### config.mk
export PLATFORM = sky130hd
export DESIGN_NAME = fpcc_front
export DESIGN_NICKNAME = d
export VERILOG_FILES = /design/src/rtl/fpcc_pkg.sv /design/src/rtl/fpcc_front.sv
export SDC_FILE = /design/constraint.sdc
export NUM_CORES = 1
export LEC_CHECK = 0
export BUFFER_PORTS_ARGS = -buffer_cell sky130_fd_sc_hd__clkbuf_2
export CAP_MARGIN = 20
export CORE_ASPECT_RATIO = 0.7
export CORE_UTILIZATION = 42
export CTS_CLUSTER_DIAMETER = 30
export DETAILED_ROUTE_END_ITERATION = 6
export PLACE_DENSITY_LB_ADDON = 0.08
export SYNTH_ARGS = -nofsm -noshare
export SYNTH_HDL_FRONTEND = slang
export SYNTH_SLANG_ARGS = --single-unit
### constraint.sdc
create_clock -name clk -period 3 [get_ports clk]
set_clock_uncertainty 0.2 [all_clocks]
set_input_delay 0.45 -clock clk [delete_from_list [all_inputs] [get_ports clk]]
set_output_delay 0.45 -clock clk [all_outputs]
set_load 0.02 [all_outputs]
### src/rtl/fpcc_pkg.sv
// Shared types and constants of the feature pair coincidence counter.
// No dependencies; every other file of the block imports this package.
package fpcc_pkg;

    localparam int FEAT_W         = 6;
    localparam int MAX_FEATURES   = 1 << FEAT_W;
    localparam int CFG_W          = 7;
    localparam int MAX_ROW_ACTIVE = 32;
    localparam int ROW_IDX_W      = (MAX_ROW_ACTIVE > 1) ? $clog2(MAX_ROW_ACTIVE) : 1;
    localparam int FILL_W         = $clog2(MAX_ROW_ACTIVE + 1);
    localparam int ADDR_W         = 2 * FEAT_W;
    localparam int MEM_DEPTH      = 1 << ADDR_W;
    localparam int COUNT_W        = 32;
    localparam int STATUS_W       = 2;
    localparam int QUEUE_DEPTH    = 2;
    localparam int QPTR_W         = $clog2(QUEUE_DEPTH);
    localparam int QCNT_W         = $clog2(QUEUE_DEPTH + 1);

    localparam logic [CFG_W-1:0] SIZE_RESET = CFG_W'(64);

    typedef enum logic [STATUS_W-1:0] {
        STAT_OK    = 2'd0,
        STAT_RANGE = 2'd1,
        STAT_LONG  = 2'd2
    } status_t;

    typedef enum logic [1:0] {
        CMD_ADD  = 2'd0,
        CMD_READ = 2'd1,
        CMD_ERR  = 2'd2
    } cmd_kind_t;

    // One classified request as handed from the front to the back.
    typedef struct packed {
        cmd_kind_t         kind;
        logic [FEAT_W-1:0] a;
        logic [FEAT_W-1:0] b;
        logic [FILL_W-1:0] fill;
        status_t           status;
    } cmd_t;

endpackage

### src/rtl/fpcc_front.sv
// Front end: takes requests, checks indices and row length, keeps the row fill count.
// Depends on fpcc_pkg; feeds fpcc_queue.
module fpcc_front (
    input  logic                       clk,
    input  logic                       rst_n,
    input  logic                       in_valid,
    output logic                       in_stall,
    input  logic                       op,
    input  logic [fpcc_pkg::FEAT_W-1:0] feature,
    input  logic                       row_end,
    input  logic [fpcc_pkg::FEAT_W-1:0] read_first,
    input  logic [fpcc_pkg::FEAT_W-1:0] read_second,
    input  logic                       cfg_valid,
    output logic                       cfg_ready,
    input  logic [fpcc_pkg::CFG_W-1:0]  cfg_data,
    input  logic                       clearing,
    input  logic                       q_full,
    output logic                       q_push,
    output fpcc_pkg::cmd_t             q_cmd
);
    import fpcc_pkg::*;

    logic [CFG_W-1:0]  matrix_size_reg;
    logic [FILL_W-1:0] row_fill_reg;
    logic [FILL_W-1:0] row_fill_next;
    logic [CFG_W-1:0]  lim;
    logic              accept;
    logic              feat_ok;
    logic              pair_ok;
    logic              row_full;

    assign cfg_ready = 1'b1;
    assign in_stall  = q_full || clearing;
    assign accept    = in_valid && !in_stall;
    assign q_push    = accept;

    assign lim      = (matrix_size_reg > CFG_W'(MAX_FEATURES)) ? CFG_W'(MAX_FEATURES)
                                                               : matrix_size_reg;
    assign feat_ok  = CFG_W'(feature) < lim;
    assign pair_ok  = (CFG_W'(read_first) < lim) && (CFG_W'(read_second) < lim);
    assign row_full = row_fill_reg >= FILL_W'(MAX_ROW_ACTIVE);

    always_comb
    begin
        q_cmd         = '0;
        q_cmd.kind    = CMD_ERR;
        q_cmd.status  = STAT_RANGE;
        row_fill_next = row_fill_reg;
        if (op)
        begin
            q_cmd.a = read_first;
            q_cmd.b = read_second;
            if (pair_ok)
            begin
                q_cmd.kind   = CMD_READ;
                q_cmd.status = STAT_OK;
            end
        end
        else
        begin
            q_cmd.a    = feature;
            q_cmd.fill = row_fill_reg;
            if (!feat_ok)
            begin
                q_cmd.status = STAT_RANGE;
            end
            else if (row_full)
            begin
                q_cmd.status = STAT_LONG;
            end
            else
            begin
                q_cmd.kind    = CMD_ADD;
                q_cmd.status  = STAT_OK;
                row_fill_next = row_fill_reg + FILL_W'(1);
            end
            // a row end clears the row even after a failed add
            if (row_end)
            begin
                row_fill_next = '0;
            end
        end
    end

    always_ff @(posedge clk or negedge rst_n)
    begin
        if (!rst_n)
        begin
            matrix_size_reg <= SIZE_RESET;
            row_fill_reg    <= '0;
        end
        else
        begin
            if (cfg_valid && cfg_ready)
            begin
                matrix_size_reg <= cfg_data;
            end
            if (accept)
            begin
                row_fill_reg <= row_fill_next;
            end
        end
    end

endmodule

==> metrics.md, run 1 <==
| Metric | Value |
|---|---|
| Initial antenna violation count | 0 |
| Outcome | finished clean |
| Global-route wire length before repair | 4.72 mm |
| Syn avg cell area | 9.12 um^2 |
| CTS buffer count | 3 |
| Synthesized net count | 183 |
| Fmax | 0.352 GHz |
| Library cells used by synthesis | 37 |
| Wirelength per Cell | 13.8 um |
| Pwr per Cell Area | 381 mW/mm^2 |
| CTS clock-pin slew for the worst setup and hold paths | 0.05 ns |
| Slew Viols, Final | 0 |
| # IOs | 58 |
| DRT Pass-1 Iters | 4 |
| Nets@finish | 244 |
| WHS Endpoint | matrix_size_reg[1]$_DFFE_PN0P_ |
| P_leak | 0.823 nW |
| # fillers | 229 |
| Endpoint class of the critical path | output pin |
| WP data required | 2.35 ns |
| Final Power | 0.618 mW |
| Number of flip-flops in the largest register | 7 |
| Final WL | 3.14 mm |
| DRC | 0 |
| Critical R2R Launch | matrix_size_reg[6]$_DFFE_PN1P_ |
| YS warnings | 0 |
| Sequential area share after synthesis | 0.269 |
| Area contributors post-synth | dfrtp_1 (25%), ha_1 (18%), mux2_2 (12%), nand2b_1 (4.6%), and2_1 (3.6%) |
| Tmin final | 2.84 ns |
| Hpwl dp | 2.51 mm |
| Syn Inst Count | 133 |
| Post-synth top area share | 0.248 |
| Flop2flop setup slack | 0.44 ns |
| Maxcap violations | 0 |
| Clock sink total | 13 |
| Starting Density | 0.468 |
| Root buffer cell | clkbuf_8 |
| CP Max Fanout | 7 |
| GPL Wtd Cong | 0.938 |
| Worst skew pair latency | 0.24 ns |
| Final setup fails | 0 |
| Core Area | 0.00259 mm^2 |
| Vias per cell | 5.33 |
| Die ar. | 0.00311 mm^2 |
| R2R depth | 8 |
| Area of the multi-input gates | 858 um^2 |
| Hold Crit Start | cfg_data[1] |
| Aggregate global-route resource usage | 0.203 |
| Most common cell after layout, fill and taps aside | clkbuf_2 |
| Area of all sequential standard cells | 327 um^2 |
| Post-Syn Area | 0.00121 mm^2 |
| Die width | 66.2 um |
| Number of synthesized register bits | 13 |
| Vias in the first global route | 1003 |
| Most frequent cells in the layout | clkbuf_2 (57), ha_1 (17), mux2_2 (13) |
| Util after Layout | 0.627 |
| Largest net degree at the start of global routing | 22 |
| Initial detailed-routing violation count | 46 |
| Die height | 47.0 um |
| H-tree depth | 1 |
| Peak supply drop | 0.243 mV |
| RSZ-0062 raised after global routing | no |
| Post-route ant nets | 0 |
| Fin Hold WS | 0.249 ns |
| Ant diodes | 0 |
| Post-synth top area cell | dfrtp_1 |
| CTS tree | done |
| Overflow left after global routing | 0 |
| Clk buf depth | 2 |
| P&R area growth vs syn | 34.0% |
| Critical Path AT | 2.19 ns |
| Final TNS setup | 0 ns |
| Crit start category | flop |
| Core Rows | 15 |
| Port bufs | 56 |
| Setup CP Type | reg -> out |
| Worst hold path class | in -> reg |
| Worst reg2reg endpoint | row_fill_reg[3]$_DFFE_PN0P_ |
| Ratio of cells with drive above 1 in the final layout | 0.435 |
| Min-Delay Path Depth | 2 |
| Hold Vio Cnt, Final | 0 |
| Routed via count | 1210 |
| Period utilization | 0.947 |
per-layer routing:
layer  up-vias  track usage  part of all wire
met5         -            0                 0
met4         0       0.0511            0.0096
met3         4       0.0316             0.071
met2        53        0.308              0.41
met1       543        0.303              0.50
li1        610            -                 -
critical path: stages, from the launching register on:
cell       delay (ns)
dfstp_2          0.58
nand2b_2         0.18
ha_1             0.26
a21o_1           0.19
a21oi_1          0.14
o22ai_1          0.14
a2bb2oi_1        0.18
nand2b_1         0.15
clkbuf_2         0.15
synthesized netlist by cell type:
library cell	number
nor2_1	5
dfrtp_1	12
o41ai_1	2
nand2b_1	9
inv_1	5
a21o_1	3
nor2b_1	7
a21oi_1	3
a211oi_1	1
nand4_1	1
clkbuf_1	5
o211ai_1	1
o2bb2ai_1	1
nand2_1	9
or2_2	1
and2_1	7
o21a_1	1
o21ai_0	5
buf_4	1
nand4b_1	2
or3_1	1
o311ai_0	3
or4_1	2
conb_1	1
dfstp_2	1
nand3_1	4
o21bai_1	1
ha_1	17
a31oi_1	2
a2bb2oi_1	1
nor4b_1	1
or4b_1	1
nor4_1	1
o22ai_1	1
buf_2	1
nor3b_1	1
mux2_2	13
per-stage QoR:
stage	setup slack (ns)	cell area, um^2	std cells
4_1_cts	0.0221	1570	223
6_report	0.159	1620	227
5_1_grt	0.0205	1620	227
3_3_place_gp	0.359	1520	218
3_5_place_dp	0.298	1520	218
2_1_floorplan	0.213	1210	133
layout make-up:
cell class                 count  share of cell area
clock buffer                   4              0.0277
tap                           34              0.0262
timing repair buffer          63               0.205
inverter                       5              0.0116
multi-input combinational    108               0.529
sequential                    13               0.201
worst max path at each step:
stage                                    from         to  cells after the start
2_1_floorplan  matrix_size_reg[6]$_DFFE_PN1P_  q_cmd[21]                      8
3_5_place_dp   matrix_size_reg[6]$_DFFE_PN1P_  q_cmd[21]                      8
3_3_place_gp   matrix_size_reg[6]$_DFFE_PN1P_  q_cmd[21]                      8
6_report       matrix_size_reg[6]$_DFFE_PN1P_  q_cmd[21]                      8
4_1_cts        matrix_size_reg[6]$_DFFE_PN1P_  q_cmd[21]                      8
5_1_grt        matrix_size_reg[6]$_DFFE_PN1P_  q_cmd[21]                      8
power by group:
group | switching [mW] | internal, mW | leakage [nW]
sequential | 0.0204 | 0.194 | 0.149
clock | 0.0589 | 0.0934 | 0.0228
combinational | 0.137 | 0.115 | 0.652
timing repair:
item,4_1_cts,5_1_grt
hold buffers,1,0
setup buffers,0,4
gates resized for setup,0,4
endpoints found under the setup margin,0,3
hold endpoints to repair,12,0
cells by family after synthesis:
| group | synth area share |
|---|---|
| DFF | 0.269 |
| AOI/OAI and AO/OA | 0.142 |
| and+or+nand+nor | 0.248 |
| buffers and inverters | 0.0413 |
| adders and majority gates | 0.175 |
| other | 0.00309 |
| muxes | 0.121 |
Power figures use the tool's default switching activity.
==> inputs of run 2 (changes only) <==
--- a/config.mk
+++ b/config.mk
@@ -5,6 +5,7 @@
 export SDC_FILE = /design/constraint.sdc
 export NUM_CORES = 1
 export LEC_CHECK = 0
+export ABC_AREA = 1
 export BUFFER_PORTS_ARGS = -buffer_cell sky130_fd_sc_hd__clkbuf_2
 export CAP_MARGIN = 20
 export CORE_ASPECT_RATIO = 0.7
==> run 2 against run 1 <==
Fmax is 0.50% higher. Clock-buffer cell count decreased by 1. Sequential power fell by 3%. Global-route usage down 0.75 points. Core utilization shrank 2.3 points. Total power about the same. Worst setup slack gained 0.014 ns. Synthesized cell count rose by 48%. Register-to-register slack better by 0.40 ns. Combinational power is essentially flat. Worst hold slack got worse by 0.040 ns. Flip-flop and latch count unchanged. Critical endpoint unchanged.
==> metrics.md, run 2 <==
| Metric | Value |
|---|---|
| Vias in the first global route | 1042 (+3.9%) |
| Overflow left after global routing | 0 (unchanged) |
| Post-synth top area cell | dfrtp_1 |
| Post-synth top cells | nand2_1 (75), inv_1 (31), nor2_1 (18) |
| Final TNS setup | 0 ns (unchanged) |
| Area contributors post-synth | dfrtp_1 (23%), nand2_1 (22%), ha_1 (17%), inv_1 (9.1%), nor2_1 (5.3%) |
| Placement Setup Slack | 0.354 ns (+0.0557 ns) |
| Most common cell after layout, fill and taps aside | nand2_1 |
| Clock power share | 0.259 (+0.013) |
| Post-Syn Area | 0.00128 mm^2 (+5.9%) |
| Flop2flop setup slack | 0.84 ns (+0.40 ns) |
| WHS Endpoint | matrix_size_reg[0]$_DFFE_PN0P_ |
| Switching Fraction | 0.376 (+0.0265) |
| Synthesized net count | 247 (+35%) |
| R2R depth | 15 (+7) |
| Post-route ant nets | 0 (unchanged) |
| Clk buf depth | 2 (unchanged) |
| Maxcap violations | 0 (unchanged) |
| Worst hold path class | in -> reg |
| Port bufs | 56 (unchanged) |
| Syn avg cell area | 6.52 um^2 (-29%) |
| Crit start category | flop |
| CTS clock-pin slew for the worst setup and hold paths | 0.06 ns (about the same) |
| Worst skew pair latency | 0.25 ns (about the same) |
| Die width | 68.1 um (+2.8%) |
| Ratio of cells with drive above 1 in the final layout | 0.319 (-0.116) |
| GPL Wtd Cong | 0.749 (-20%) |
| Final WL | 2.96 mm (-5.6%) |
| Core Rows | 16 (+1) |
| Initial detailed-routing violation count | 34 (-26%) |
| Most frequent cell after synthesis | nand2_1 |
| Number of flip-flops in the largest register | 7 (unchanged) |
| Post-synth EDFFs | 0 (unchanged) |
| Hpwl dp | 2.45 mm (-2.3%) |
| Post-synth top area share | 0.234 (-0.0138) |
| CTS buffer count | 3 (unchanged) |
| Tmin final | 2.83 ns (-0.0140 ns) |
| Pwr per Cell Area | 360 mW/mm^2 (-5.4%) |
| P_leak | 1.05 nW (+27%) |
| Final Non-Filler Cells | 293 (+29%) |
| Worst reg2reg endpoint | row_fill_reg[0]$_DFFE_PN0P_ |
| Routed via count | 1334 (+10%) |
| Most frequent cells in the layout | nand2_1 (72), clkbuf_2 (54), inv_1 (31) |
| Outcome | finished clean |
| DRT Pass-1 Iters | 4 (unchanged) |
| Psw | 0.233 mW (+7.6%) |
| DRC | 0 (unchanged) |
| Sequential area share after synthesis | 0.254 (-0.0150) |
| Critical Path AT | 2.18 ns (about the same) |
| Setup CP Type | reg -> out |
| Endpoint class of the critical path | output pin |
| Clock sink total | 13 (unchanged) |
| Initial antenna violation count | 0 (unchanged) |
| Ant diodes | 0 (unchanged) |
| Critical R2R Launch | matrix_size_reg[6]$_DFFE_PN1P_ |
| Syn Inst Count | 197 (+48%) |
| Min-Delay Path Depth | 3 (+1) |
| Combinational Power Share | 0.406 (about the same) |
| CP Max Fanout | 8 (+1) |
| Wirelength per Cell | 10.1 um (-27%) |
| Root buffer cell | clkbuf_8 |
| Largest net degree at the start of global routing | 20 (-9.1%) |
| P&R area growth vs syn | 33.8% (about the same) |
| Peak supply drop | 0.279 mV (+15%) |
| YS warnings | 0 (unchanged) |
| H-tree depth | 1 (unchanged) |
| Hold Vio Cnt, Final | 0 (unchanged) |
| Final worst slack | 0.173 ns (+0.0140 ns) |
| RSZ-0062 raised after global routing | yes |
| Dominant synthesized flop cell | dfrtp_1 |
| Final setup fails | 0 (unchanged) |
| Core Area | 0.00284 mm^2 (+9.8%) |
| Vias per cell | 4.55 (-15%) |
| Number of synthesized register bits | 13 (unchanged) |
| CTS tree | done |
| Die ar. | 0.00329 mm^2 (+5.7%) |
| Inst Count DP | 286 (+31%) |
| Period utilization | 0.942 (-0.00468) |
| Starting Density | 0.452 (-0.0165) |
| Library cells used by synthesis | 25 (-32%) |
| # IOs | 58 (unchanged) |
| Fmax | 0.354 GHz (+0.50%) |
| WP data required | 2.35 ns (about the same) |
| P_int | 0.386 mW (-4.0%) |
| Final Power | 0.618 mW (about the same) |
| Aggregate global-route resource usage | 0.196 (-0.00751) |
| Nets@finish | 308 (+26%) |
| Global-route wire length before repair | 4.63 mm (-1.9%) |
| Hold Crit Start | cfg_data[0] |
| Crit path launch | matrix_size_reg[6]$_DFFE_PN1P_ |
| Slew Viols, Final | 0 (unchanged) |
| Cell area after layout | 0.00172 mm^2 (+5.8%) |
| Die height | 48.3 um (+2.8%) |
| Asr flop ratio synth | 1.00 (unchanged) |
| Seq pwr share | 0.335 (-0.012) |
| Placed cell area | 0.00160 mm^2 (+5.0%) |
run 2: changes by cell type after synthesis, moves of 4 or more:
cell,delta
nor2_1,+13
and2_1,-7
nor2b_1,-7
inv_1,+26
clkbuf_1,-4
mux2_2,-8
nand2_1,+66
nand2b_1,-9
run 2: worst max path at each step:
stage / to
3_5_place_dp: q_cmd[21]
5_1_grt: q_cmd[21]
3_3_place_gp: q_cmd[21]
2_1_floorplan: q_cmd[1]
4_1_cts: q_cmd[21]
6_report: q_cmd[21]
run 2: critical path, stage by stage (launching register included):
cell,delay [ns]
dfstp_2,0.57
inv_2,0.09
nand2_1,0.15
ha_1,0.25
nand2_1,0.07
clkinv_1,0.05
nand2_1,0.05
nand2_1,0.04
nand2_1,0.05
nand2_1,0.04
nand2_1,0.05
nand2_1,0.08
nand2_2,0.09
nand2_1,0.07
nand2_1,0.08
nand2_1,0.05
buf_4,0.15
run 2: metal layers:
layer	routed length, um	track usage
met2	1100	0.275
met4	11	0.0500
met1	1680	0.304
met3	172	0.0350
met5	0	0
run 2: cells by family after synthesis:
group / Yosys count / synth area share
compound gates: 11 / 0.0429
fa+ha+maj: 17 / 0.166
simple gates: 111 / 0.367
buf+inv: 38 / 0.116
mux: 5 / 0.0439
flops: 13 / 0.254
xor+xnor: 1 / 0.00682
other cells: 1 / 0.00292
run 2: power groups by stage:
| stage | registers, mW | logic, mW | clock network [mW] |
|---|---|---|---|
| after floorplan | 0.207 | 0.159 | 0 |
| after global placement | 0.210 | 0.234 | 0 |
| after detailed placement | 0.211 | 0.233 | 0 |
| after CTS | 0.207 | 0.235 | 0.165 |
| after global routing | 0.210 | 0.291 | 0.174 |
| final | 0.207 | 0.251 | 0.160 |
run 2: through the flow:
stage                     utilization  hold WS (ns)
final                           0.604         0.209
after detailed placement        0.561         0.163
after floorplan                     -       -0.0456
after CTS                       0.581         0.208
after global routing            0.604         0.240
after global placement          0.561         0.165
run 2: repair_timing:
item	in CTS	in global routing
hold endpoints to repair	12	0
setup endpoints to repair	0	4
resized for setup	0	10
hold buffers	1	0
buffers inserted	0	2
run 2: layout make-up:
cell class,instances,area [um^2]
clock buffer,3,41.3
clock inverter,1,5.00
fill,265,1120
inverter,34,128
multi-input combinational,146,857
sequential,13,327
tap,36,45.0
timing repair buffer,60,315
