[config.mk]
export PLATFORM = sky130hd
export DESIGN_NAME = fpcc_queue
export DESIGN_NICKNAME = d
export VERILOG_FILES = /design/src/rtl/fpcc_pkg.sv /design/src/rtl/fpcc_queue.sv
export SDC_FILE = /design/constraint.sdc
export NUM_CORES = 1
export LEC_CHECK = 0
export BUFFER_PORTS_ARGS = -buffer_cell sky130_fd_sc_hd__clkbuf_2
export CORE_AREA = 2 2 60 62
export CTS_BUF_LIST = sky130_fd_sc_hd__clkbuf_8
export CTS_CLUSTER_SIZE = 24
export DETAILED_ROUTE_END_ITERATION = 8
export DIE_AREA = 0 0 62 64
export GPL_ROUTABILITY_DRIVEN = 1
export PLACE_DENSITY = 0.91
export SETUP_SLACK_MARGIN = 0.02
export SLEW_MARGIN = 10
export SYNTH_ARGS = -nofsm -noshare
export SYNTH_HDL_FRONTEND = slang
export SYNTH_SLANG_ARGS = --single-unit
[constraint.sdc]
create_clock -name clk -period 4.8 [get_ports clk]
set_input_delay 0.72 -clock clk [delete_from_list [all_inputs] [get_ports clk]]
set_output_delay 0.72 -clock clk [all_outputs]
set_load 0.1 [all_outputs]
[src/rtl/fpcc_pkg.sv]
// Shared types and constants of the feature pair coincidence counter.
// No dependencies; every other file of the block imports this package.
package fpcc_pkg;

    localparam int FEAT_W         = 6;
    localparam int MAX_FEATURES   = 1 << FEAT_W;
    localparam int CFG_W          = 7;
    localparam int MAX_ROW_ACTIVE = 32;
    localparam int ROW_IDX_W      = (MAX_ROW_ACTIVE > 1) ? $clog2(MAX_ROW_ACTIVE) : 1;
    localparam int FILL_W         = $clog2(MAX_ROW_ACTIVE + 1);
    localparam int ADDR_W         = 2 * FEAT_W;
    localparam int MEM_DEPTH      = 1 << ADDR_W;
    localparam int COUNT_W        = 32;
    localparam int STATUS_W       = 2;
    localparam int QUEUE_DEPTH    = 2;
    localparam int QPTR_W         = $clog2(QUEUE_DEPTH);
    localparam int QCNT_W         = $clog2(QUEUE_DEPTH + 1);

    localparam logic [CFG_W-1:0] SIZE_RESET = CFG_W'(64);

    typedef enum logic [STATUS_W-1:0] {
        STAT_OK    = 2'd0,
        STAT_RANGE = 2'd1,
        STAT_LONG  = 2'd2
    } status_t;

    typedef enum logic [1:0] {
        CMD_ADD  = 2'd0,
        CMD_READ = 2'd1,
        CMD_ERR  = 2'd2
    } cmd_kind_t;

    // One classified request as handed from the front to the back.
    typedef struct packed {
        cmd_kind_t         kind;
        logic [FEAT_W-1:0] a;
        logic [FEAT_W-1:0] b;
        logic [FILL_W-1:0] fill;
        status_t           status;
    } cmd_t;

endpackage

[src/rtl/fpcc_queue.sv]
// Short request queue between the front and the back.
// Depends on fpcc_pkg for the request type and depth.
module fpcc_queue (
    input  logic           clk,
    input  logic           rst_n,
    input  logic           push,
    input  fpcc_pkg::cmd_t push_cmd,
    input  logic           pop,
    output fpcc_pkg::cmd_t head_cmd,
    output logic           full,
    output logic           empty
);
    import fpcc_pkg::*;

    cmd_t              entry_reg [QUEUE_DEPTH];
    logic [QPTR_W-1:0] wr_ptr_reg;
    logic [QPTR_W-1:0] rd_ptr_reg;
    logic [QCNT_W-1:0] cnt_reg;

    assign full     = cnt_reg == QCNT_W'(QUEUE_DEPTH);
    assign empty    = cnt_reg == '0;
    assign head_cmd = entry_reg[rd_ptr_reg];

    always_ff @(posedge clk)
    begin
        if (push)
        begin
            entry_reg[wr_ptr_reg] <= push_cmd;
        end
    end

    always_ff @(posedge clk or negedge rst_n)
    begin
        if (!rst_n)
        begin
            wr_ptr_reg <= '0;
            rd_ptr_reg <= '0;
            cnt_reg    <= '0;
        end
        else
        begin
            if (push)
            begin
                wr_ptr_reg <= (wr_ptr_reg == QPTR_W'(QUEUE_DEPTH - 1)) ? '0
                                                                       : wr_ptr_reg + QPTR_W'(1);
            end
            if (pop)
            begin
                rd_ptr_reg <= (rd_ptr_reg == QPTR_W'(QUEUE_DEPTH - 1)) ? '0
                                                                       : rd_ptr_reg + QPTR_W'(1);
            end
            if (push && !pop)
            begin
                cnt_reg <= cnt_reg + QCNT_W'(1);
            end
            else if (pop && !push)
            begin
                cnt_reg <= cnt_reg - QCNT_W'(1);
            end
        end
    end

endmodule

==> results.sh, run 1 <==
export IMPL_status="complete, no violations"
export IMPL_synth_area_sq_um=1780
export IMPL_worstPathArrival_ns=2.08
export IMPL_drive_gt1_frac=0.572
export IMPL_first_global_vias=907
export IMPL_path_class="flip-flop to output port"
export IMPL_vias_per_cell=4.98
export IMPL_grt_pass1_wl_um=4100
export IMPL_antenna_found_initial=0
export IMPL_core_area_sq_um=3280
export IMPL_clockBufferDepth=2
export IMPL_crit_path_end_kind="output port"
export IMPL_dr_pass1_iters=4
export IMPL_h_tree_depth=2
export IMPL_crit_cells=2
export IMPL_yosysSeqAreaShare=0.799
export IMPL_wl_per_cell_um=14.4
export IMPL_place_congestion=0.648
export IMPL_slew_headroom=0.260
export IMPL_hold_path_class="primary input to asynchronous set/reset pin"
export IMPL_fin_crit_ns=2.80
export IMPL_layout_common_cells="clkbuf_2, edfxtp_1, mux2_2"
export IMPL_drv_cap=0
export IMPL_yosysTopAreaCell="edfxtp_1"
export IMPL_avgSynthCellArea_sq_um=21.2
export IMPL_nets=165
export IMPL_cts_tree="built"
export IMPL_cpPeakStageDelay_ns=0.98
export IMPL_fin_crit_sh=0.584
export IMPL_grt_overflow_total=0
export IMPL_r2r_end="entry_reg[0][4]"
export IMPL_largest_reg_flops=44
export IMPL_slew_viol_final=0
export IMPL_postCtsSetupRepairBufs=0
export IMPL_cts_repair_resized=0
export IMPL_syn2layout_area_growth_pct=23.2
export IMPL_rows=21
export IMPL_final_common_cell="clkbuf_2"
export IMPL_crit_family="flip-flops"
export IMPL_design_die_area_sq_um=3970
export IMPL_drt_wl_total_um=2640
export IMPL_ys_ff_latch=48
export IMPL_fmaxAchievable_mhz=357
export IMPL_syn_inst=84
export IMPL_ff2ff_setup_slack_ns=3.14
export IMPL_cts_sinks=48
export IMPL_path_cells="mux2_2 > clkbuf_2"
export IMPL_syn_nets=111
export IMPL_startpoint="rd_ptr_reg"
export IMPL_ant_nets=0
export IMPL_path_buf_inv=1
export IMPL_cts_buffers=5
export IMPL_portBuffers=49
export IMPL_tns_ns=0
export IMPL_vias=917
export IMPL_ios=50
export IMPL_path_max_fanout=23
export IMPL_antenna_cells=0
export IMPL_cts_root_buf="clkbuf_8"
export IMPL_tightestPinTransition_ns=1.11
export IMPL_skew_ns=0.00248
export IMPL_drc_errors=0
export IMPL_synthTopCellsByArea="edfxtp_1, mux2_2, dfrtp_1"
export IMPL_synth_distinct_cells=11
export IMPL_floorplan_initialDensity=0.541
export IMPL_die_h_um=64
export IMPL_reg2regPathDepth=1
export IMPL_grt_start_max_net_pins=24
export IMPL_start_kind="flip-flop"
export IMPL_endpoint="head_cmd[5]"
export IMPL_gr_usage_all_layers=0.151
export IMPL_hold_violations=0
export IMPL_yosysTopAreaCellShare=0.743
export IMPL_cts_hold_buf=0
export IMPL_yosys_warnings=0
export IMPL_drt_iter0_markers=31
export IMPL_r2r_start="wr_ptr_reg"
export IMPL_die_x_um=62
export IMPL_required_ns=4.08
export IMPL_cp_slowest_cell="dfrtp_1"
export IMPL_rsz0062_at_grt="no"
export IMPL_clk_pin_slew_ns=0.08
export IMPL_insertion_delay_ns=0.29
export IMPL_setup_viol=0
## final cells by class
| type | count | area [sq um] |
|---|---|---|
| flip-flops and latches | 48 | 1420 |
| fillers | 238 | 1090 |
| multi-input cells | 33 | 333 |
| repair buffers | 49 | 245 |
| clock buffers | 5 | 68.8 |
| clock inverters | 2 | 60.1 |
| well taps | 46 | 57.6 |
| inverters | 1 | 3.75 |
## layer usage
metal	share of wire	global-route usage
met5	0	0
met4	0.0030	0.0479
met3	0.073	0.0688
met2	0.51	0.241
met1	0.41	0.180
## stage by stage
| stage | instances | utilization | worst slack, ns | instance area (sq um) | hold WS [ns] |
|---|---|---|---|---|---|
| after floorplan | 84 | - | 2.33 | 1780 | 0.424 |
| after global placement | 177 | 0.627 | 2.33 | 2060 | 0.474 |
| after detailed placement | 177 | 0.627 | 2.30 | 2060 | 0.480 |
| after CTS | 184 | 0.667 | 1.96 | 2190 | 0.221 |
| after global routing | 184 | 0.667 | 1.90 | 2190 | 0.214 |
| final | 184 | 0.667 | 2.00 | 2190 | 0.229 |
## cells by family (layout without fill, tap and decap cells)
logic type | count (synthesis) | count (layout) | share of synthesized area
XOR/XNOR | 5 | 5 | 0.0246
adder cells (fa/ha/maj) | 1 | 1 | 0.00704
buffers and inverters | 3 | 57 | 0.0148
flip-flops | 48 | 48 | 0.799
multiplexers | 22 | 22 | 0.139
AND/OR/NAND/NOR | 5 | 5 | 0.0148
## Yosys cell counts (all sizes together)
library cell,count
nor2b,2
and2,1
ha,1
xnor2,1
edfxtp,44
buf,2
mux2,22
nor2,2
dfrtp,4
inv,1
xor2,4
## how the worst min path moves through the flow
| stage | cells past startpoint | end | start | slack, ns |
|---|---|---|---|---|
| after global routing | 1 | cnt_reg[0] | rst_n | 0.21 |
| after floorplan | 0 | cnt_reg[0] | rst_n | 0.42 |
| after detailed placement | 1 | cnt_reg[1] | cnt_reg[1] | 0.48 |
| after CTS | 1 | wr_ptr_reg | rst_n | 0.22 |
| after global placement | 1 | cnt_reg[1] | cnt_reg[1] | 0.47 |
| final | 1 | wr_ptr_reg | rst_n | 0.23 |
Power of run 1 is left out: the tool's default activity adds up to more than one toggle a clock period on the data nets, which glitch-free logic cannot reach.
==> run 2, diff against run 1 <==
--- a/config.mk
+++ b/config.mk
@@ -5,14 +5,15 @@
 export SDC_FILE = /design/constraint.sdc
 export NUM_CORES = 1
 export LEC_CHECK = 0
+export ABC_AREA = 1
 export BUFFER_PORTS_ARGS = -buffer_cell sky130_fd_sc_hd__clkbuf_2
-export CORE_AREA = 2 2 60 62
+export CORE_AREA = 2 2 62 64
 export CTS_BUF_LIST = sky130_fd_sc_hd__clkbuf_8
 export CTS_CLUSTER_SIZE = 24
 export DETAILED_ROUTE_END_ITERATION = 8
-export DIE_AREA = 0 0 62 64
+export DIE_AREA = 0 0 64 66
 export GPL_ROUTABILITY_DRIVEN = 1
-export PLACE_DENSITY = 0.91
+export PLACE_DENSITY = 0.87
 export SETUP_SLACK_MARGIN = 0.02
 export SLEW_MARGIN = 10
 export SYNTH_ARGS = -nofsm -noshare
==> constraint.sdc (replaced) <==
create_clock -name clk -period 2.85 [get_ports clk]
set_input_delay 0.4275 -clock clk [delete_from_list [all_inputs] [get_ports clk]]
set_output_delay 0.4275 -clock clk [all_outputs]
set_load 0.1 [all_outputs]
==> run 2 against run 1 <==
  * Setup slack lost 1.2 ns
  * Synthesized cell count grew 11%
  * Cell count increased by 7.6%
  * Sequential share of layout area shrank 1.4 points
  * Utilization is 3.7 points lower
  * Worst hold slack better by 0.096 ns
  * First-iteration DRC count down 39%
  * Global-route usage down 1.1 points
  * Via count is 2.3% higher
  * Clock-buffer cell count stayed put
  * Critical path depth grew 1
  * Critical endpoint is now head_cmd[0]
  * Largest cell class unchanged
==> results.sh, run 2 <==
export IMPL_drive_gt1_frac=0.540
export IMPL_worstPathArrival_ns=1.67
export IMPL_fmaxAchievable_mhz=478
export IMPL_cts_tree="built"
export IMPL_portBuffers=49
export IMPL_drc_errors=0
export IMPL_first_global_vias=976
export IMPL_multi_input_area_sq_um=330
export IMPL_grt_pass1_wl_um=4270
export IMPL_synth_area_sq_um=1800
export IMPL_grt_overflow_total=0
export IMPL_cpPeakStageDelay_ns=0.38
export IMPL_yosys_warnings=0
export IMPL_clk_pin_slew_ns=0.08
export IMPL_die_h_um=66
export IMPL_die_x_um=64
export IMPL_nets=177
export IMPL_r2r_start="wr_ptr_reg"
export IMPL_setup_viol=0
export IMPL_start_kind="flip-flop"
export IMPL_antenna_found_initial=0
export IMPL_vias_per_cell=4.74
export IMPL_startpoint="rd_ptr_reg"
export IMPL_design_die_area_sq_um=4220
export IMPL_cts_repair_resized=0
export IMPL_insertion_delay_ns=0.29
export IMPL_ant_nets=0
export IMPL_path_class="flip-flop to output port"
export IMPL_place_congestion=0.600
export IMPL_synth_distinct_cells=12
export IMPL_clockBufferDepth=2
export IMPL_ff2ff_setup_slack_ns=1.35
export IMPL_slew_headroom=0.426
export IMPL_drv_cap=0
export IMPL_vias=938
export IMPL_antenna_cells=0
export IMPL_crit_path_end_kind="output port"
export IMPL_synth_top_flop_cell="edfxtp_1"
export IMPL_yosysTopAreaCell="edfxtp_1"
export IMPL_dr_pass1_iters=3
export IMPL_skew_ns=0.00533
export IMPL_drt_wl_total_um=2730
export IMPL_core_area_sq_um=3550
export IMPL_path_max_fanout=23
export IMPL_path_cells="buf_4 > mux2_2 > clkbuf_2"
export IMPL_yosysTopAreaCellShare=0.735
export IMPL_layout_common_cells="clkbuf_2, edfxtp_1, mux2_2"
export IMPL_rsz0062_at_grt="no"
export IMPL_final_common_cell="clkbuf_2"
export IMPL_cts_root_buf="clkbuf_8"
export IMPL_crit_family="buffers and inverters"
export IMPL_ys_ff_latch=48
export IMPL_fin_crit_ns=2.09
export IMPL_cts_buffers=5
export IMPL_regArea_sq_um=1420
export IMPL_gr_usage_all_layers=0.140
export IMPL_cts_hold_buf=1
export IMPL_synth_most_common_cell="edfxtp_1"
export IMPL_fin_crit_sh=0.735
export IMPL_ios=50
export IMPL_synthTopCellsByArea="edfxtp_1, mux2_2, dfrtp_1"
export IMPL_synth_edf_count=44
export IMPL_slew_viol_final=0
export IMPL_drt_iter0_markers=19
export IMPL_floorplan_initialDensity=0.506
export IMPL_syn_nets=120
export IMPL_synthTopCellsByCount="edfxtp_1, mux2_2, inv_1"
export IMPL_wl_per_cell_um=13.8
export IMPL_syn_inst=93
export IMPL_min_delay_start="push_cmd[4]"
export IMPL_hold_depth=1
export IMPL_cp_slowest_cell="mux2_2"
export IMPL_r2r_end="entry_reg[1][16]"
export IMPL_tightestPinTransition_ns=0.860
export IMPL_status="complete, no violations"
export IMPL_syn2layout_area_growth_pct=24.4
export IMPL_cts_sinks=48
export IMPL_hold_path_class="primary input to flip-flop"
export IMPL_rows=22
export IMPL_tns_ns=0
export IMPL_worstHoldEndpoint="entry_reg[1][4]"
export IMPL_postCtsSetupRepairBufs=0
export IMPL_reg2regPathDepth=2
export IMPL_largest_reg_flops=44
export IMPL_async_flop_share=0.0833
export IMPL_fillCellCount=274
export IMPL_avgSynthCellArea_sq_um=19.3
export IMPL_required_ns=2.42
export IMPL_h_tree_depth=2
export IMPL_yosysSeqAreaShare=0.791
export IMPL_grt_start_max_net_pins=24
export IMPL_path_buf_inv=2
export IMPL_hold_violations=0
-- run 2: worst max path at each step --
| stage | to | cells past startpoint |
|---|---|---|
| 3_3_place_gp | head_cmd[14] | 3 |
| 5_1_grt | head_cmd[14] | 3 |
| 3_5_place_dp | head_cmd[5] | 3 |
| 2_1_floorplan | empty | 1 |
| 4_1_cts | head_cmd[5] | 3 |
| 6_report | head_cmd[0] | 3 |
-- run 2: metal layers --
metal / track usage / vias to the layer above / wire length (um) / part of all wire
met3: 0.0562 / 4 / 247 / 0.091
met2: 0.247 / 37 / 1410 / 0.52
met5: 0 / - / 0 / 0
met1: 0.141 / 443 / 1020 / 0.37
met4: 0.0734 / 0 / 50 / 0.018
li1: - / 454 / - / -
-- run 2: cell families (layout without fill, tap and decap cells) --
group	after synthesis	after routing	synth area share
XOR/XNOR	3	3	0.0146
flip-flops	48	48	0.791
adder cells (fa/ha/maj)	1	1	0.00696
multiplexers	22	22	0.138
AND/OR/NAND/NOR	10	10	0.0230
buffers and inverters	9	66	0.0271
-- run 2: layout make-up --
| cell class | instances | area share |
|---|---|---|
| clock buffers | 5 | 0.0308 |
| clock inverters | 2 | 0.0268 |
| inverters | 7 | 0.0117 |
| multi-input cells | 36 | 0.148 |
| flip-flops and latches | 48 | 0.635 |
| well taps | 48 | 0.0268 |
| repair buffers | 52 | 0.121 |
-- run 2: metrics by stage --
stage	cells	setup WS, ns	util	hold WS [ns]	instance area (sq um)
final	198	0.756	0.630	0.325	2240
after global routing	198	0.678	0.630	0.314	2240
after CTS	198	0.725	0.630	0.317	2240
after detailed placement	190	1.05	0.591	0.242	2100
after global placement	190	1.09	0.591	0.234	2100
after floorplan	93	0.741	-	0.132	1800
Power of run 2 is left out for the same reason.
==> run 3, diff against run 2 <==
--- a/config.mk
+++ b/config.mk
@@ -5,15 +5,15 @@
 export SDC_FILE = /design/constraint.sdc
 export NUM_CORES = 1
 export LEC_CHECK = 0
-export ABC_AREA = 1
+export ABC_AREA = 0
 export BUFFER_PORTS_ARGS = -buffer_cell sky130_fd_sc_hd__clkbuf_2
-export CORE_AREA = 2 2 62 64
+export CORE_AREA = 2 2 61 63
 export CTS_BUF_LIST = sky130_fd_sc_hd__clkbuf_8
 export CTS_CLUSTER_SIZE = 24
 export DETAILED_ROUTE_END_ITERATION = 8
-export DIE_AREA = 0 0 64 66
+export DIE_AREA = 0 0 63 65
 export GPL_ROUTABILITY_DRIVEN = 1
-export PLACE_DENSITY = 0.87
+export PLACE_DENSITY = 0.89
 export SETUP_SLACK_MARGIN = 0.02
 export SLEW_MARGIN = 10
 export SYNTH_ARGS = -nofsm -noshare
==> constraint.sdc (replaced) <==
create_clock -name clk -period 2 [get_ports clk]
set_input_delay 0.3 -clock clk [delete_from_list [all_inputs] [get_ports clk]]
set_output_delay 0.3 -clock clk [all_outputs]
set_load 0.1 [all_outputs]
==> run 3 against run 2 <==
  * Die area fell by 3.1%
  * Final area rose by 14%
  * Cell count fell by 2.5%
  * Non-clock buffer count rose by 3
  * Utilization rose by 9.7 points
  * Critical path depth did not move
  * Clock skew barely moved
  * Setup slack got worse by 0.53 ns
  * Register-to-register slack got worse by 0.67 ns
  * Flip-flop and latch count did not move
  * Clock-buffer cell count did not move
==> results.sh, run 3 (synthesized netlist as in run 1, its figures left out) <==
export IMPL_status="complete, no violations"
export IMPL_core_area_sq_um=3500
export IMPL_regArea_sq_um=1420
export IMPL_final_design_area_no_fill_sq_um=2540
export IMPL_startpoint="rd_ptr_reg"
export IMPL_path_buf_inv=2
export IMPL_ios=50
export IMPL_cts_repair_resized=0
export IMPL_tightestPinTransition_ns=0.539
export IMPL_path_class="flip-flop to output port"
export IMPL_clockBufferDepth=2
export IMPL_dr_pass1_iters=2
export IMPL_insertion_delay_ns=0.29
export IMPL_antenna_cells=0
export IMPL_crit_cells=3
export IMPL_fmaxAchievable_mhz=562
export IMPL_gr_usage_all_layers=0.162
export IMPL_hold_violations=0
export IMPL_first_global_vias=1005
export IMPL_design_die_area_sq_um=4100
export IMPL_syn2layout_area_growth_pct=42.9
export IMPL_floorplan_initialDensity=0.509
export IMPL_skew_ns=0.00530
export IMPL_endpoint="head_cmd[7]"
export IMPL_wl_per_cell_um=15.3
export IMPL_hold_path_class="primary input to flip-flop"
export IMPL_multi_input_area_sq_um=338
export IMPL_crit_path_end_kind="output port"
export IMPL_largest_reg_flops=44
export IMPL_drt_iter0_markers=26
export IMPL_tns_ns=0
export IMPL_r2r_end="entry_reg[0][18]"
export IMPL_vias_per_cell=4.85
export IMPL_hold_depth=1
export IMPL_min_delay_start="push_cmd[17]"
export IMPL_drt_wl_total_um=2950
export IMPL_antenna_found_initial=0
export IMPL_required_ns=1.70
export IMPL_fin_crit_ns=1.78
export IMPL_rsz0062_at_grt="no"
export IMPL_grt_overflow_total=0
export IMPL_ff2ff_setup_slack_ns=0.68
export IMPL_r2r_start="wr_ptr_reg"
export IMPL_grt_start_max_net_pins=18
export IMPL_dpl_cell_area_sq_um=2450
export IMPL_path_cells="buf_4 > mux2_2 > buf_12"
export IMPL_cp_slowest_cell="mux2_2"
export IMPL_portBuffers=49
export IMPL_postCtsSetupRepairBufs=0
export IMPL_slew_headroom=0.642
export IMPL_grt_pass1_wl_um=4670
export IMPL_layout_common_cells="edfxtp_1, clkbuf_2, buf_12"
export IMPL_start_kind="flip-flop"
export IMPL_cts_tree="built"
export IMPL_ant_nets=0
export IMPL_reg2regPathDepth=2
export IMPL_vias=936
export IMPL_cts_sinks=48
export IMPL_final_common_cell="edfxtp_1"
export IMPL_drc_errors=0
export IMPL_path_max_fanout=17
export IMPL_cts_buffers=5
export IMPL_setup_viol=0
export IMPL_place_congestion=0.614
export IMPL_cts_root_buf="clkbuf_8"
export IMPL_die_h_um=65
export IMPL_cpPeakStageDelay_ns=0.40
export IMPL_rows=22
export IMPL_final_core_util=0.727
export IMPL_drv_cap=0
export IMPL_cts_hold_buf=1
export IMPL_h_tree_depth=2
export IMPL_drive_gt1_frac=0.593
export IMPL_die_x_um=63
export IMPL_fillCellCount=227
export IMPL_slew_viol_final=0
export IMPL_nets=171
export IMPL_clk_pin_slew_ns=0.08
export IMPL_fin_crit_sh=0.889
export IMPL_crit_family="buffers and inverters"
export IMPL_worstPathArrival_ns=1.48
[run 3: layer usage]
metal | GRT usage | part of all wire | vias to the layer above
met1 | 0.174 | 0.37 | 457
met5 | 0 | 0 | -
met3 | 0.0486 | 0.053 | 7
met2 | 0.278 | 0.55 | 36
li1 | - | - | 436
met4 | 0.108 | 0.025 | 0
[run 3: worst min-delay path by stage]
| stage | to | slack (ns) |
|---|---|---|
| floorplan | cnt_reg[0] | 0.004 |
| global route | entry_reg[1][16] | 0.18 |
| CTS | entry_reg[0][17] | 0.18 |
| finish | entry_reg[0][17] | 0.19 |
| global placement | cnt_reg[1] | 0.11 |
| detailed placement | cnt_reg[0] | 0.11 |
[run 3: through the flow]
| stage | hold slack [ns] | instances | setup WS (ns) |
|---|---|---|---|
| after CTS | 0.180 | 193 | 0.198 |
| after detailed placement | 0.113 | 184 | 0.540 |
| final | 0.190 | 193 | 0.221 |
| after global placement | 0.107 | 184 | 0.575 |
| after floorplan | 0.00441 | 84 | 0.194 |
| after global routing | 0.175 | 193 | 0.145 |
[run 3: area by class of cell]
class | count | share of cell area
Clock buffer | 5 | 0.0271
Clock inverter | 3 | 0.00542
Inverter | 1 | 0.00148
Multi-Input combinational cell | 33 | 0.133
Sequential cell | 48 | 0.559
Tap cell | 48 | 0.0236
Timing Repair Buffer | 55 | 0.250
[run 3: worst register-to-register path: stages, from the launching register on]
cell     delay, ns
dfrtp_1       0.42
nor2b_2       0.33
buf_4         0.27
Power of run 3 is left out for the same reason.
